### config.mk
export PLATFORM = sky130hd
export DESIGN_NAME = card_deck_stream_cipher_top
export DESIGN_NICKNAME = d
export VERILOG_FILES = /design/src/design/cdsc_pkg.sv /design/src/design/card_deck_stream_cipher_top.sv
export SDC_FILE = /design/constraint.sdc
export NUM_CORES = 1
export LEC_CHECK = 0
export BUFFER_PORTS_ARGS = -buffer_cell sky130_fd_sc_hd__buf_4
export CAP_MARGIN = 30
export CORE_UTILIZATION = 50
export CTS_CLUSTER_DIAMETER = 150
export DETAILED_ROUTE_END_ITERATION = 10
export PLACE_DENSITY = 0.76
export SLEW_MARGIN = 40
export SYNTH_ARGS = -nofsm -noshare
export SYNTH_HDL_FRONTEND = slang
export SYNTH_SLANG_ARGS = --single-unit
### constraint.sdc
create_clock -name i_clk -period 4.6 [get_ports i_clk]
set_input_delay 0.92 -clock i_clk [delete_from_list [all_inputs] [get_ports i_clk]]
set_output_delay 0.92 -clock i_clk [all_outputs]
set_load 0.02 [all_outputs]
### src/design/cdsc_pkg.sv
// Shared types and codes for the card deck stream cipher.
package cdsc_pkg;

    typedef enum logic [1:0] {
        ACT_IDENTITY = 2'd0,
        ACT_LOAD     = 2'd1,
        ACT_ENCRYPT  = 2'd2,
        ACT_DECRYPT  = 2'd3
    } t_action;

    typedef enum logic [1:0] {
        ST_OK         = 2'd0,
        ST_RANGE      = 2'd1,
        ST_REPEATED   = 2'd2,
        ST_INCOMPLETE = 2'd3
    } t_status;

    typedef enum logic [3:0] {
        S_IDLE,
        S_LD_RDPOS,
        S_LD_RDDECK,
        S_LD_CHK,
        S_NZ_TAG,
        S_NZ_PREV,
        S_NZ_AT,
        S_NZ_CARD,
        S_SHUF,
        S_CUTRD,
        S_CUTWAIT,
        S_CUT,
        S_DONE
    } t_state;

    // Deck position that selects the noise card.
    localparam int unsigned TagPos = 2;

    localparam int unsigned SymW = 6;

endpackage

### src/design/card_deck_stream_cipher_top.sv
// Top level of the card deck stream cipher: sequencer around deck and position memories.
//
// The block keeps a permuted deck of DECK_SIZE cards in one memory and the
// inverse (position of each card) in a second memory; both are synchronous,
// one read and one write per cycle, with registered read data. An item
// is one transfer on the slave stream: tuser selects the action (identity,
// load card, encrypt, decrypt) and carries the first-card flag, tdata the
// symbol. Every item returns exactly one transfer on the master stream with
// the result symbol and a status. Items are worked one at a time. Identity
// goes straight to the result register. A card load reads the card's
// position and, if that is below the load pointer, the deck entry there to
// find a repeat; a rejected card or an ignored load reads nothing. Encrypt
// or decrypt: three reads and a modular sum find the noise card, then one
// pass over the deck memory shuffles into the position memory and a second
// pass over the position memory applies the cut and rewrites both memories.
// The memory passes set the rate. Once the result is registered the block
// is idle again for the next item. A finished result sits in an output
// register so the next item can be taken while it waits. Reset and the
// identity action clear per-entry valid bits at once; an entry not yet
// written reads as the identity, so no clearing pass is needed.
module card_deck_stream_cipher_top
    import cdsc_pkg::*;
#(
    parameter int unsigned DECK_SIZE = 40
) (
    input  logic       i_clk,
    input  logic       i_rst_n,
    input  logic       i_s_tvalid,
    output logic       o_s_tready,
    input  logic [7:0] i_s_tdata,   // [5:0] symbol
    input  logic [2:0] i_s_tuser,   // [1:0] action, [2] first
    output logic       o_m_tvalid,
    input  logic       i_m_tready,
    output logic [7:0] o_m_tdata,   // [5:0] result_symbol
    output logic [1:0] o_m_tuser    // [1:0] status
);

    localparam int unsigned AW   = $clog2(DECK_SIZE);
    localparam int unsigned LW   = $clog2(DECK_SIZE + 1);
    localparam int unsigned Half = DECK_SIZE / 2;

    // Deck and inverse memories with valid bits.
    logic [AW-1:0]        r_deck_mem [DECK_SIZE];
    logic [AW-1:0]        r_pos_mem  [DECK_SIZE];
    logic [DECK_SIZE-1:0] r_deck_vld, n_deck_vld;
    logic [DECK_SIZE-1:0] r_pos_vld, n_pos_vld;

    logic          a_re, a_we, b_re, b_we;
    logic [AW-1:0] a_raddr, a_waddr, a_wdata, b_raddr, b_waddr, b_wdata;
    logic [AW-1:0] r_a_q, r_a_addr, r_b_q, r_b_addr;
    logic          r_a_hit, r_b_hit, r_a_rv, r_b_rv;
    logic [AW-1:0] a_rdata, b_rdata;

    t_state        r_state, n_state;
    logic [LW-1:0] r_lp, n_lp;
    logic          r_ab, n_ab;
    logic [AW-1:0] r_sym, n_sym;
    logic          r_enc, n_enc;
    logic [AW-1:0] r_clear, n_clear;
    logic [AW-1:0] r_top, n_top;
    logic [AW-1:0] r_cut, n_cut;
    logic [LW-1:0] r_cnt, n_cnt;
    logic [AW-1:0] r_res, n_res;
    t_status       r_stat, n_stat;
    logic          r_ov, n_ov;
    logic [SymW-1:0] r_od, n_od;
    t_status       r_os, n_os;

    logic [SymW-1:0] in_sym;
    t_action         in_act;
    logic            in_first;
    logic [9:0]      sym_mod;
    logic [AW:0]     sum_w;
    logic [AW-1:0]   dst, newpos;
    logic [LW-1:0]   lp_eff;
    logic            ab_eff;

    assign in_sym   = i_s_tdata[SymW-1:0];
    assign in_act   = t_action'(i_s_tuser[1:0]);
    assign in_first = i_s_tuser[2];

    assign a_rdata = r_a_hit ? r_a_q : r_a_addr;
    assign b_rdata = r_b_hit ? r_b_q : r_b_addr;

    // Reduce the incoming symbol by subtracting scaled deck sizes.
    always_comb begin
        sym_mod = {4'd0, in_sym};
        for (int k = 4; k >= 0; k--) begin
            if (sym_mod >= 10'(DECK_SIZE << k)) begin
                sym_mod = sym_mod - 10'(DECK_SIZE << k);
            end
        end
    end

    // Shuffle destination of the card just read, and cut position.
    assign dst = r_a_addr[0] ? AW'(Half - 1 - (r_a_addr >> 1)) : AW'(Half + (r_a_addr >> 1));
    assign newpos = (b_rdata >= r_cut) ? AW'(b_rdata - r_cut)
                                       : AW'((AW+1)'(b_rdata) + (AW+1)'(DECK_SIZE) - r_cut);

    assign lp_eff = in_first ? '0 : r_lp;
    assign ab_eff = in_first ? 1'b0 : r_ab;

    always_comb begin
        n_state = r_state;
        n_lp = r_lp; n_ab = r_ab; n_sym = r_sym; n_enc = r_enc;
        n_clear = r_clear; n_top = r_top; n_cut = r_cut; n_cnt = r_cnt;
        n_res = r_res; n_stat = r_stat;
        n_deck_vld = r_deck_vld; n_pos_vld = r_pos_vld;
        a_re = 1'b0; a_raddr = '0; a_we = 1'b0; a_waddr = '0; a_wdata = '0;
        b_re = 1'b0; b_raddr = '0; b_we = 1'b0; b_waddr = '0; b_wdata = '0;
        sum_w = '0;
        o_s_tready = 1'b0;
        n_ov = r_ov && !i_m_tready;
        n_od = r_od; n_os = r_os;

        unique case (r_state)
            S_IDLE: begin
                o_s_tready = 1'b1;
                if (i_s_tvalid) begin
                    n_res  = '0;
                    n_stat = ST_OK;
                    n_state = S_DONE;
                    n_sym  = sym_mod[AW-1:0];
                    n_enc  = (in_act == ACT_ENCRYPT);
                    unique case (in_act)
                        ACT_IDENTITY: begin
                            n_deck_vld = '0;
                            n_pos_vld  = '0;
                            n_lp = LW'(DECK_SIZE);
                            n_ab = 1'b0;
                        end
                        ACT_LOAD: begin
                            n_lp = lp_eff;
                            n_ab = ab_eff;
                            if (ab_eff) begin
                                n_stat = ST_INCOMPLETE;
                            end else if (lp_eff < LW'(DECK_SIZE)) begin
                                if (in_sym >= SymW'(DECK_SIZE)) begin
                                    n_stat = ST_RANGE;
                                    n_ab   = 1'b1;
                                end else begin
                                    n_sym   = in_sym[AW-1:0];
                                    n_state = S_LD_RDPOS;
                                end
                            end
                        end
                        ACT_ENCRYPT, ACT_DECRYPT: begin
                            if (r_lp < LW'(DECK_SIZE)) begin
                                n_stat = ST_INCOMPLETE;
                            end else begin
                                n_state = S_NZ_TAG;
                            end
                        end
                        default: ;
                    endcase
                end
            end
            S_LD_RDPOS: begin
                b_re = 1'b1; b_raddr = r_sym;
                n_state = S_LD_RDDECK;
            end
            S_LD_RDDECK: begin
                if (LW'(b_rdata) < r_lp) begin
                    a_re = 1'b1; a_raddr = b_rdata;
                    n_state = S_LD_CHK;
                end else begin
                    a_we = 1'b1; a_waddr = r_lp[AW-1:0]; a_wdata = r_sym;
                    b_we = 1'b1; b_waddr = r_sym; b_wdata = r_lp[AW-1:0];
                    n_lp = r_lp + 1'b1;
                    n_state = S_DONE;
                end
            end
            S_LD_CHK: begin
                if (a_rdata == r_sym) begin
                    n_stat = ST_REPEATED;
                    n_ab   = 1'b1;
                end else begin
                    a_we = 1'b1; a_waddr = r_lp[AW-1:0]; a_wdata = r_sym;
                    b_we = 1'b1; b_waddr = r_sym; b_wdata = r_lp[AW-1:0];
                    n_lp = r_lp + 1'b1;
                end
                n_state = S_DONE;
            end
            S_NZ_TAG: begin
                a_re = 1'b1; a_raddr = AW'(TagPos);
                n_state = S_NZ_PREV;
            end
            S_NZ_PREV: begin
                b_re = 1'b1;
                b_raddr = (a_rdata == '0) ? AW'(DECK_SIZE - 1) : a_rdata - 1'b1;
                n_state = S_NZ_AT;
            end
            S_NZ_AT: begin
                a_re = 1'b1;
                a_raddr = (b_rdata == AW'(DECK_SIZE - 1)) ? '0 : b_rdata + 1'b1;
                n_state = S_NZ_CARD;
            end
            S_NZ_CARD: begin
                // a_rdata is the noise card
                if (r_enc) begin
                    sum_w = (AW+1)'(r_sym) + (AW+1)'(a_rdata);
                    if (sum_w >= (AW+1)'(DECK_SIZE)) sum_w = sum_w - (AW+1)'(DECK_SIZE);
                    n_res   = sum_w[AW-1:0];
                    n_clear = r_sym;
                end else begin
                    sum_w = (r_sym >= a_rdata) ? (AW+1)'(r_sym - a_rdata)
                          : (AW+1)'(r_sym) + (AW+1)'(DECK_SIZE) - (AW+1)'(a_rdata);
                    n_res   = sum_w[AW-1:0];
                    n_clear = sum_w[AW-1:0];
                end
                n_cnt = '0;
                n_state = S_SHUF;
            end
            S_SHUF: begin
                if (r_cnt != LW'(DECK_SIZE)) begin
                    a_re = 1'b1; a_raddr = r_cnt[AW-1:0];
                    n_cnt = r_cnt + 1'b1;
                end
                if (r_a_rv) begin
                    b_we = 1'b1; b_waddr = a_rdata; b_wdata = dst;
                    if (r_a_addr == AW'(2 * Half - 1)) n_top = a_rdata;
                    if (r_a_addr == AW'(DECK_SIZE - 1)) n_state = S_CUTRD;
                end
            end
            S_CUTRD: begin
                sum_w = (AW+1)'(r_clear) + (AW+1)'(r_top);
                if (sum_w >= (AW+1)'(DECK_SIZE)) sum_w = sum_w - (AW+1)'(DECK_SIZE);
                b_re = 1'b1; b_raddr = sum_w[AW-1:0];
                n_state = S_CUTWAIT;
            end
            S_CUTWAIT: begin
                n_cut = b_rdata;
                n_cnt = '0;
                n_state = S_CUT;
            end
            S_CUT: begin
                if (r_cnt != LW'(DECK_SIZE)) begin
                    b_re = 1'b1; b_raddr = r_cnt[AW-1:0];
                    n_cnt = r_cnt + 1'b1;
                end
                if (r_b_rv) begin
                    b_we = 1'b1; b_waddr = r_b_addr; b_wdata = newpos;
                    a_we = 1'b1; a_waddr = newpos;   a_wdata = r_b_addr;
                    if (r_b_addr == AW'(DECK_SIZE - 1)) n_state = S_DONE;
                end
            end
            S_DONE: begin
                if (!r_ov || i_m_tready) begin
                    n_ov = 1'b1;
                    n_od = SymW'(r_res);
                    n_os = r_stat;
                    n_state = S_IDLE;
                end
            end
            default: n_state = S_IDLE;
        endcase

        if (a_we) n_deck_vld[a_waddr] = 1'b1;
        if (b_we) n_pos_vld[b_waddr]  = 1'b1;
    end

    always_ff @(posedge i_clk) begin
        if (!i_rst_n) begin
            r_state    <= S_IDLE;
            r_lp       <= LW'(DECK_SIZE);
            r_ab       <= 1'b0;
            r_deck_vld <= '0;
            r_pos_vld  <= '0;
            r_ov       <= 1'b0;
            r_a_rv     <= 1'b0;
            r_b_rv     <= 1'b0;
            r_cnt      <= '0;
        end else begin
            r_state    <= n_state;
            r_lp       <= n_lp;
            r_ab       <= n_ab;
            r_deck_vld <= n_deck_vld;
            r_pos_vld  <= n_pos_vld;
            r_ov       <= n_ov;
            r_a_rv     <= a_re;
            r_b_rv     <= b_re;
            r_cnt      <= n_cnt;
        end
    end

    always_ff @(posedge i_clk) begin
        r_sym <= n_sym; r_enc <= n_enc; r_clear <= n_clear;
        r_top <= n_top; r_cut <= n_cut; r_res <= n_res; r_stat <= n_stat;
        r_od  <= n_od;  r_os  <= n_os;
    end

    // Deck memory: one read, one write.
    always_ff @(posedge i_clk) begin
        if (a_we) r_deck_mem[a_waddr] <= a_wdata;
        if (a_re) begin
            r_a_q    <= r_deck_mem[a_raddr];
            r_a_hit  <= r_deck_vld[a_raddr];
            r_a_addr <= a_raddr;
        end
    end

    // Position memory: one read, one write.
    always_ff @(posedge i_clk) begin
        if (b_we) r_pos_mem[b_waddr] <= b_wdata;
        if (b_re) begin
            r_b_q    <= r_pos_mem[b_raddr];
            r_b_hit  <= r_pos_vld[b_raddr];
            r_b_addr <= b_raddr;
        end
    end

    assign o_m_tvalid = r_ov;
    assign o_m_tdata  = {2'b00, r_od};
    assign o_m_tuser  = r_os;

    // The load pointer never runs past the deck.
    a_lp_range: assert property (@(posedge i_clk) disable iff (!i_rst_n)
        r_lp <= LW'(DECK_SIZE))
        else $error("load pointer beyond deck");

    // Cipher passes only run on a complete deck.
    a_cipher_complete: assert property (@(posedge i_clk) disable iff (!i_rst_n)
        (r_state == S_SHUF || r_state == S_CUT) |-> r_lp == LW'(DECK_SIZE))
        else $error("cipher on incomplete deck");

    // The two memories are never written at an address outside the deck.
    a_wr_range: assert property (@(posedge i_clk) disable iff (!i_rst_n)
        (a_we || b_we) |-> (a_waddr < AW'(DECK_SIZE) && b_waddr < AW'(DECK_SIZE)))
        else $error("memory write out of range");

    // A held result is only replaced after it has been taken.
    a_out_hold: assert property (@(posedge i_clk) disable iff (!i_rst_n)
        (r_ov && !i_m_tready) |=> (r_ov && $stable(r_od) && $stable(r_os)))
        else $error("pending result overwritten");

endmodule

* Word-level counts from Yosys, hierarchy flattened *
Memories as Yosys holds them, arrays and structs flattened. A register that Yosys moved wholly into a read port is not among the register bits.
Index checks and enable logic that the tools add are counted.

word-level totals
  memory bits (writable) = 480
  memories = 2
  output and inout port bits = 12
  bits in registers = 155

memory list
  memory      depth  bits a word  read ports  clocked after memory_dff  wr ports  RTL line                           text
  r_deck_mem  40     6            1           1                         1         card_deck_stream_cipher_top.sv:43  logic [AW-1:0] r_deck_mem [DECK_SIZE];
  r_pos_mem   40     6            1           1                         1         card_deck_stream_cipher_top.sv:44  logic [AW-1:0] r_pos_mem [DECK_SIZE];

cells by class
  $lt $le $gt $ge = 15
  reduce and logical (&&, ||, !) cells = 27
  mux-type cells = 104
  bitwise logic cells = 2
  $add $sub $neg = 17
  equality and inequality tests = 31

operator list
  cell                 number
  $mux 40              8
  $mux 6               32
  $pmux 6 s4           4
  $or 40x40->40        2
  $pmux 6 s3           3
  $pmux 4 s13          1
  $mux 4               11
  $pmux 6 s2           3
  $lt 6x7->1 const B   4
  $mux 1               25
  $sub 6x6->6          4
  $eq 4x4->1 const B   5
  $add 6x1->6 const B  3
  $eq 6x6->1 const B   3
  $ne 2x2->1 const B   9
  $sub 6x6->6 const B  3
  $eq 4x3->1 const B   4
  $add 6x6->7          2
  $ge 7x6->1 const B   2
  $add 6x6->6 const B  2
  $bmux 1 s6           2
  $demux 1 s6          2
  $ge 6x1->1 const B   2
  $ge 6x6->1           2
  other kinds (35)     58

* Longest topological paths before layout *
  depth after elaboration = 12
  mapped depth = 17
  depth with buffers taken out = 15

* Worst setup path after synthesis *
Ideal clock, no wire load.

  path type = flip-flop to flip-flop
  start point = register r_a_hit
  end point = memory r_pos_mem[36][0] (netlist name) (enable)
  setup time = 350 ps
  arrival = 3828 ps
  cell stages (with the launch flop) = 14
  clock period less this slack = 4178 ps
  path buffers = 3
  path slack = 422 ps
  data required time = 4250 ps
  path through = edfxtp_1 > buf_2 > mux2i_1 > ha_1 > clkbuf_1 > and4b_1 > nand3_1 > inv_1 > o21ai_2 > a21o_1 > or2_2 > clkbuf_1 > nand3_1 > nor2_1

between the ends
  word-level cells in the longest chain between the ends = 6
  elaborated cells between the ends (all ways) = 9
  those cells by class = eq/ne: 1; mux: 8

RTL lines
  what                          RTL line                            text
  start: declaration            card_deck_stream_cipher_top.sv:51   logic r_a_hit, r_b_hit, r_a_rv, r_b_rv;
  start signal: assignment      card_deck_stream_cipher_top.sv:297  r_a_hit <= r_deck_vld[a_raddr];
  $mux 6 *                      card_deck_stream_cipher_top.sv:82   assign a_rdata = r_a_hit ? r_a_q : r_a_addr;
  $eq 6x6->1                    card_deck_stream_cipher_top.sv:174  if (a_rdata == r_sym) begin
  $mux 1                        card_deck_stream_cipher_top.sv:174
  $pmux 1 s4                    card_deck_stream_cipher_top.sv:116  unique case (r_state)
  $mux 1                        card_deck_stream_cipher_top.sv:304  if (b_we) r_pos_mem[b_waddr] <= b_wdata;
  $mux 1 (implied by the code)  card_deck_stream_cipher_top.sv:304
  end: declaration              card_deck_stream_cipher_top.sv:44

Mark *: on every way between the ends. The rest lies on a longest branch, timed or not.

* Final worst setup path *
  start point = register r_b_hit
  end point = memory r_pos_mem[25][0] (netlist name) (enable)

between the ends
  word-level cells in the longest chain between the ends = 6
  elaborated cells between the ends (all ways) = 8
  those cells by class = order compare: 1; mux: 7

RTL lines
  what                          RTL line                            text
  start: declaration            card_deck_stream_cipher_top.sv:51
  start signal: assignment      card_deck_stream_cipher_top.sv:307  r_b_hit <= r_pos_vld[b_raddr];
  $mux 6 *                      card_deck_stream_cipher_top.sv:83   assign b_rdata = r_b_hit ? r_b_q : r_b_addr;
  via b_rdata[1]                card_deck_stream_cipher_top.sv:52   logic [AW-1:0] a_rdata, b_rdata;
  $lt 6x6->1 *                  card_deck_stream_cipher_top.sv:163  if (LW'(b_rdata) < r_lp) begin
  $mux 1                        card_deck_stream_cipher_top.sv:163
  $pmux 1 s4                    card_deck_stream_cipher_top.sv:116
  $mux 1                        card_deck_stream_cipher_top.sv:304
  $mux 1 (implied by the code)  card_deck_stream_cipher_top.sv:304

Mark *: on every way through the listed nets, which the timed path passes. The rest lies on a longest branch.

==> run summary <==
For this run, the top clock speed supported by timing is 215 MHz. The power density of the placed cells is 582 mW/mm^2, and the share of the synthesized area in compound gates (AO/OA/AOI/OAI) is 0.105. Buffers placed on the I/O ports in this run total 22.

Summed over all nets, the half-perimeter wirelength after detailed placement is 46400 um. The critical path arrival was 4900 ps; the maximum vdd ir drop was 0.529 mV. The mapped netlist covers 0.0293 sq mm.

Dominant combinational cell family by area after synthesis: compound AO/OA/AOI/OAI gates. The fraction of the core area covered by cells at the end of the flow is 0.578. The clock tree synthesis step divided the H-tree into 3 levels. The total overflow left after global routing is 0.

The DRC marker count from the first detailed-route iteration is 1917, and the detailed-route vias per instance is 6.00. Setup repair after global routing could not meet its margin everywhere. The final setup TNS is -506 ps. The tools report the startpoint type of the worst setup path as a flip-flop.

The total wirelength of the detailed-routed design is 70000 um, and the final-layout fill cell count is 4434. Entering global routing, the biggest net connects 65 pins. The standard-cell row count is 88. The first TritonRoute pass finished after 6 iterations.

Primary flip-flop cell chosen by synthesis mapping: sky130_fd_sc_hd__edfxtp_1. The synthesized design contains 647 register bits. The fraction of the mapped netlist area in adder cells works out to 0.0305. The run gives 647 as the clock sink total. The setup path with the least slack is of type flip-flop to flip-flop. The flow ran to the end, but the final reports show violations.

At the end of the flow, the number of nets in the layout was 2446. The tools report the buffer type at the clock tree root as sky130_fd_sc_hd__clkbuf_16. The tools report the number of slew-limit violations in the final report as 0. Counting the buffers created by CTS gives 67.

The sequential-to-total area share from yosys stat was 0.629. In this run the worst hold path is classified as flip-flop to flip-flop. The die covers 0.0596 sq mm. For the worst hold slack, the log shows 421 ps. Total DRC errors in the routed layout: 0. The shortest period the worst path allows works out to 4660 ps. The final worst-path cycle share is 1.01, and the number of top-level pins is 27. The starting utilization of the core area is 0.507, and the leakage power is 0.0115 uW. The run gives -57.1 ps as the setup slack of the critical path after layout. For the final database, setup skew stands at 33.1 ps. Final RePlAce weighted congestion: 0.912. The number of instances in the synthesized netlist was 2245.

Clock insertion delay at the later pin of the skew report: 610 ps. TritonCTS built the clock tree. The simple-gate portion of the synthesized area was 0.0933; the clock tree buffer depth was 3. The total routing usage reported by global routing came out at 0.234. The number of failing setup endpoints in the final timing report is 18. The run gives 0.0578 sq mm as the core footprint. The worst hold path was traced through 0 stages. The warning count from the yosys run was 0. The worst-path maximum fanout is 8, and the worst endpoint required time is 4840 ps. The tools report the number of global-route vias before repair as 19167. The checks that failed: negative setup slack. The remaining max-slew budget at the tightest pin was 0.312; the area growth from synthesis to final layout was 14.0%. STA classifies the critical path endpoint as a flip-flop. The ratio of cells with drive above 1 in the final layout works out to 0.166.

The slew at the pin with the worst max-slew slack works out to 1020 ps. For this block, the via count after detailed routing is 19107. The post-synthesis async set-or-reset flop share is 0. Yosys mapped a number of flops with a built-in enable equal to 547.

The number of antenna violations at the first check in global routing came out at 1. The mean cell area of the mapped netlist was 13.1 sq um. The fraction of synthesized cell area in xor and xnor cells is 0.00896, and the chip width is 244 um. The run gives 108000 um as the wire length of the first global-routing pass. The die height is 244 um.

The number of violations of the max-capacitance limit came out at 0. The count of cells along the worst register-to-register path works out to 14. After detailed routing, the average wire length per cell comes to 22.0 um. The hold violation total from the final report is 0. The number of nets still failing antenna checks after routing is 0. Yosys mapped the design onto 92 distinct sky130hd cell types.

0 antenna diodes ended up in the layout. The post-synthesis mux area share was 0.104. Clock-pin slew was measured on the worst setup and hold paths at 60 ps.
through the flow:
step | std cells | power, uW | area [sq um] | setup slack, ps
finish | 3183 | 19500 | 33400 | -57.1
global route | 3183 | 20300 | 33400 | -151
CTS | 3172 | 19300 | 33200 | 14.3
detailed placement | 3052 | 13900 | 31000 | 40.1
global placement | 3052 | 13700 | 31000 | 160
floorplan | 2246 | 11900 | 29300 | 422
layout by cell type, fill, tap and decap left out, types with 9 or more instances in the layout:
cell / count
sky130_fd_sc_hd__edfxtp_1: 547
sky130_fd_sc_hd__mux2i_1: 238
sky130_fd_sc_hd__nor2_1: 204
sky130_fd_sc_hd__nand2_1: 184
sky130_fd_sc_hd__buf_4: 154
sky130_fd_sc_hd__a22oi_1: 112
sky130_fd_sc_hd__dfxtp_1: 100
sky130_fd_sc_hd__a21oi_1: 81
sky130_fd_sc_hd__clkbuf_16: 70
sky130_fd_sc_hd__inv_1: 68
sky130_fd_sc_hd__o21ai_0: 68
sky130_fd_sc_hd__ha_1: 53
sky130_fd_sc_hd__nand3_1: 42
sky130_fd_sc_hd__mux2_2: 37
sky130_fd_sc_hd__a211oi_1: 30
sky130_fd_sc_hd__nor2_2: 27
sky130_fd_sc_hd__and2_1: 20
sky130_fd_sc_hd__nor3_1: 19
sky130_fd_sc_hd__o21a_1: 18
sky130_fd_sc_hd__xnor2_1: 16
sky130_fd_sc_hd__o211ai_1: 14
sky130_fd_sc_hd__xor2_1: 14
sky130_fd_sc_hd__clkinv_2: 13
sky130_fd_sc_hd__and3_1: 12
sky130_fd_sc_hd__a2bb2oi_1: 11
sky130_fd_sc_hd__fa_1: 11
sky130_fd_sc_hd__a21o_1: 10
sky130_fd_sc_hd__mux4_2: 10
sky130_fd_sc_hd__a31oi_1: 10
sky130_fd_sc_hd__clkbuf_1: 10
sky130_fd_sc_hd__nand4_1: 9
sky130_fd_sc_hd__a22o_1: 9
sky130_fd_sc_hd__buf_12: 9
routing by layer:
layer / routed length (um) / GRT usage
met3: 5010 / 0.0379
met4: 2240 / 0.0895
met5: 0 / 0
met1: 29400 / 0.316
met2: 33400 / 0.381
state kept, by name (all words and copies together) (netlist names), 2 cells and up:
signal      count
r_sym           6
r_pos_mem     240
r_deck_mem    240
r_clear         6
r_b_addr        6
r_deck_vld     40
r_a_q           6
r_top           6
r_lp            6
r_state         4
r_a_addr        6
r_pos_vld      40
r_res           6
r_od            6
r_cnt           6
r_b_q           6
r_stat          2
o_m_tuser       2
r_cut           6
power breakdown:
part / leakage (uW) / switching (uW) / internal [uW]
clock network: 0.00108 / 2270 / 3150
logic: 0.00467 / 4160 / 2690
registers: 0.00576 / 318 / 6890
total: 0.0115 / 6750 / 12700
kinds of logic after synthesis:
family | after synthesis
flops | 647
simple gates | 590
compound gates | 440
mux | 287
buf+inv | 185
fa+ha+maj | 65
xor+xnor | 30
other cells | 1
cell type report:
| class | instances | area (sq um) | area share |
|---|---|---|---|
| clock buffers | 84 | 1840 | 0.0552 |
| clock inverters | 36 | 372 | 0.0111 |
| inverters | 73 | 274 | 0.00820 |
| multi-input cells | 1414 | 10200 | 0.305 |
| flip-flops and latches | 647 | 18400 | 0.551 |
| well taps | 765 | 957 | 0.0286 |
| repair buffers | 164 | 1350 | 0.0404 |
synthesized netlist by cell type (16+ instances only):
cell / number / area share
sky130_fd_sc_hd__o21ai_0: 71 / 0.012
sky130_fd_sc_hd__dfxtp_1: 100 / 0.068
sky130_fd_sc_hd__mux2i_1: 239 / 0.082
sky130_fd_sc_hd__ha_1: 53 / 0.023
sky130_fd_sc_hd__nand2_1: 185 / 0.024
sky130_fd_sc_hd__and2_1: 20 / 0.0043
sky130_fd_sc_hd__a21oi_1: 83 / 0.014
sky130_fd_sc_hd__inv_1: 68 / 0.0087
sky130_fd_sc_hd__o21a_1: 18 / 0.0046
sky130_fd_sc_hd__a22oi_1: 112 / 0.029
sky130_fd_sc_hd__edfxtp_1: 547 / 0.56
sky130_fd_sc_hd__a211oi_1: 30 / 0.0077
sky130_fd_sc_hd__clkbuf_1: 49 / 0.0063
sky130_fd_sc_hd__mux2_2: 37 / 0.014
sky130_fd_sc_hd__nor3_1: 19 / 0.0032
sky130_fd_sc_hd__buf_4: 25 / 0.0064
sky130_fd_sc_hd__buf_2: 29 / 0.0050
sky130_fd_sc_hd__xnor2_1: 16 / 0.0048
sky130_fd_sc_hd__nand3_1: 46 / 0.0079
sky130_fd_sc_hd__nor2_1: 230 / 0.029
worst max-delay path: stages (launching register included):
cell and delay (ps):
sky130_fd_sc_hd__edfxtp_1 530, sky130_fd_sc_hd__buf_4 210, sky130_fd_sc_hd__mux2_2 380, sky130_fd_sc_hd__buf_4 180, sky130_fd_sc_hd__ha_1 300, sky130_fd_sc_hd__nor2_1 240, sky130_fd_sc_hd__a311oi_4 80, sky130_fd_sc_hd__o21ai_2 250
sky130_fd_sc_hd__o21ai_2 190, sky130_fd_sc_hd__buf_4 210, sky130_fd_sc_hd__a21o_1 190, sky130_fd_sc_hd__or2_2 400, sky130_fd_sc_hd__nor2_1 170, sky130_fd_sc_hd__o21ai_1 370, sky130_fd_sc_hd__nor2_1 600
timing repair:
action,in CTS,in global routing
hold buffers,0,0
setup endpoints to repair,0,281
buffers inserted,0,9
gates resized for setup,0,33
path summary, 6_finish.rpt:
path,startpoint,end,slack [ps]
setup / recovery,r_b_hit$_DFFE_PP_,r_pos_mem[25][0]$_DFFE_PP_,-60
setup reg to reg,r_b_hit$_DFFE_PP_,r_pos_mem[25][0]$_DFFE_PP_,-60
hold reg to reg,r_res[0]$_SDFFCE_PN0P_,r_od[0]$_DFFE_PP_,420
hold / removal,r_res[0]$_SDFFCE_PN0P_,r_od[0]$_DFFE_PP_,420
(Power assumes the default switching activity.)
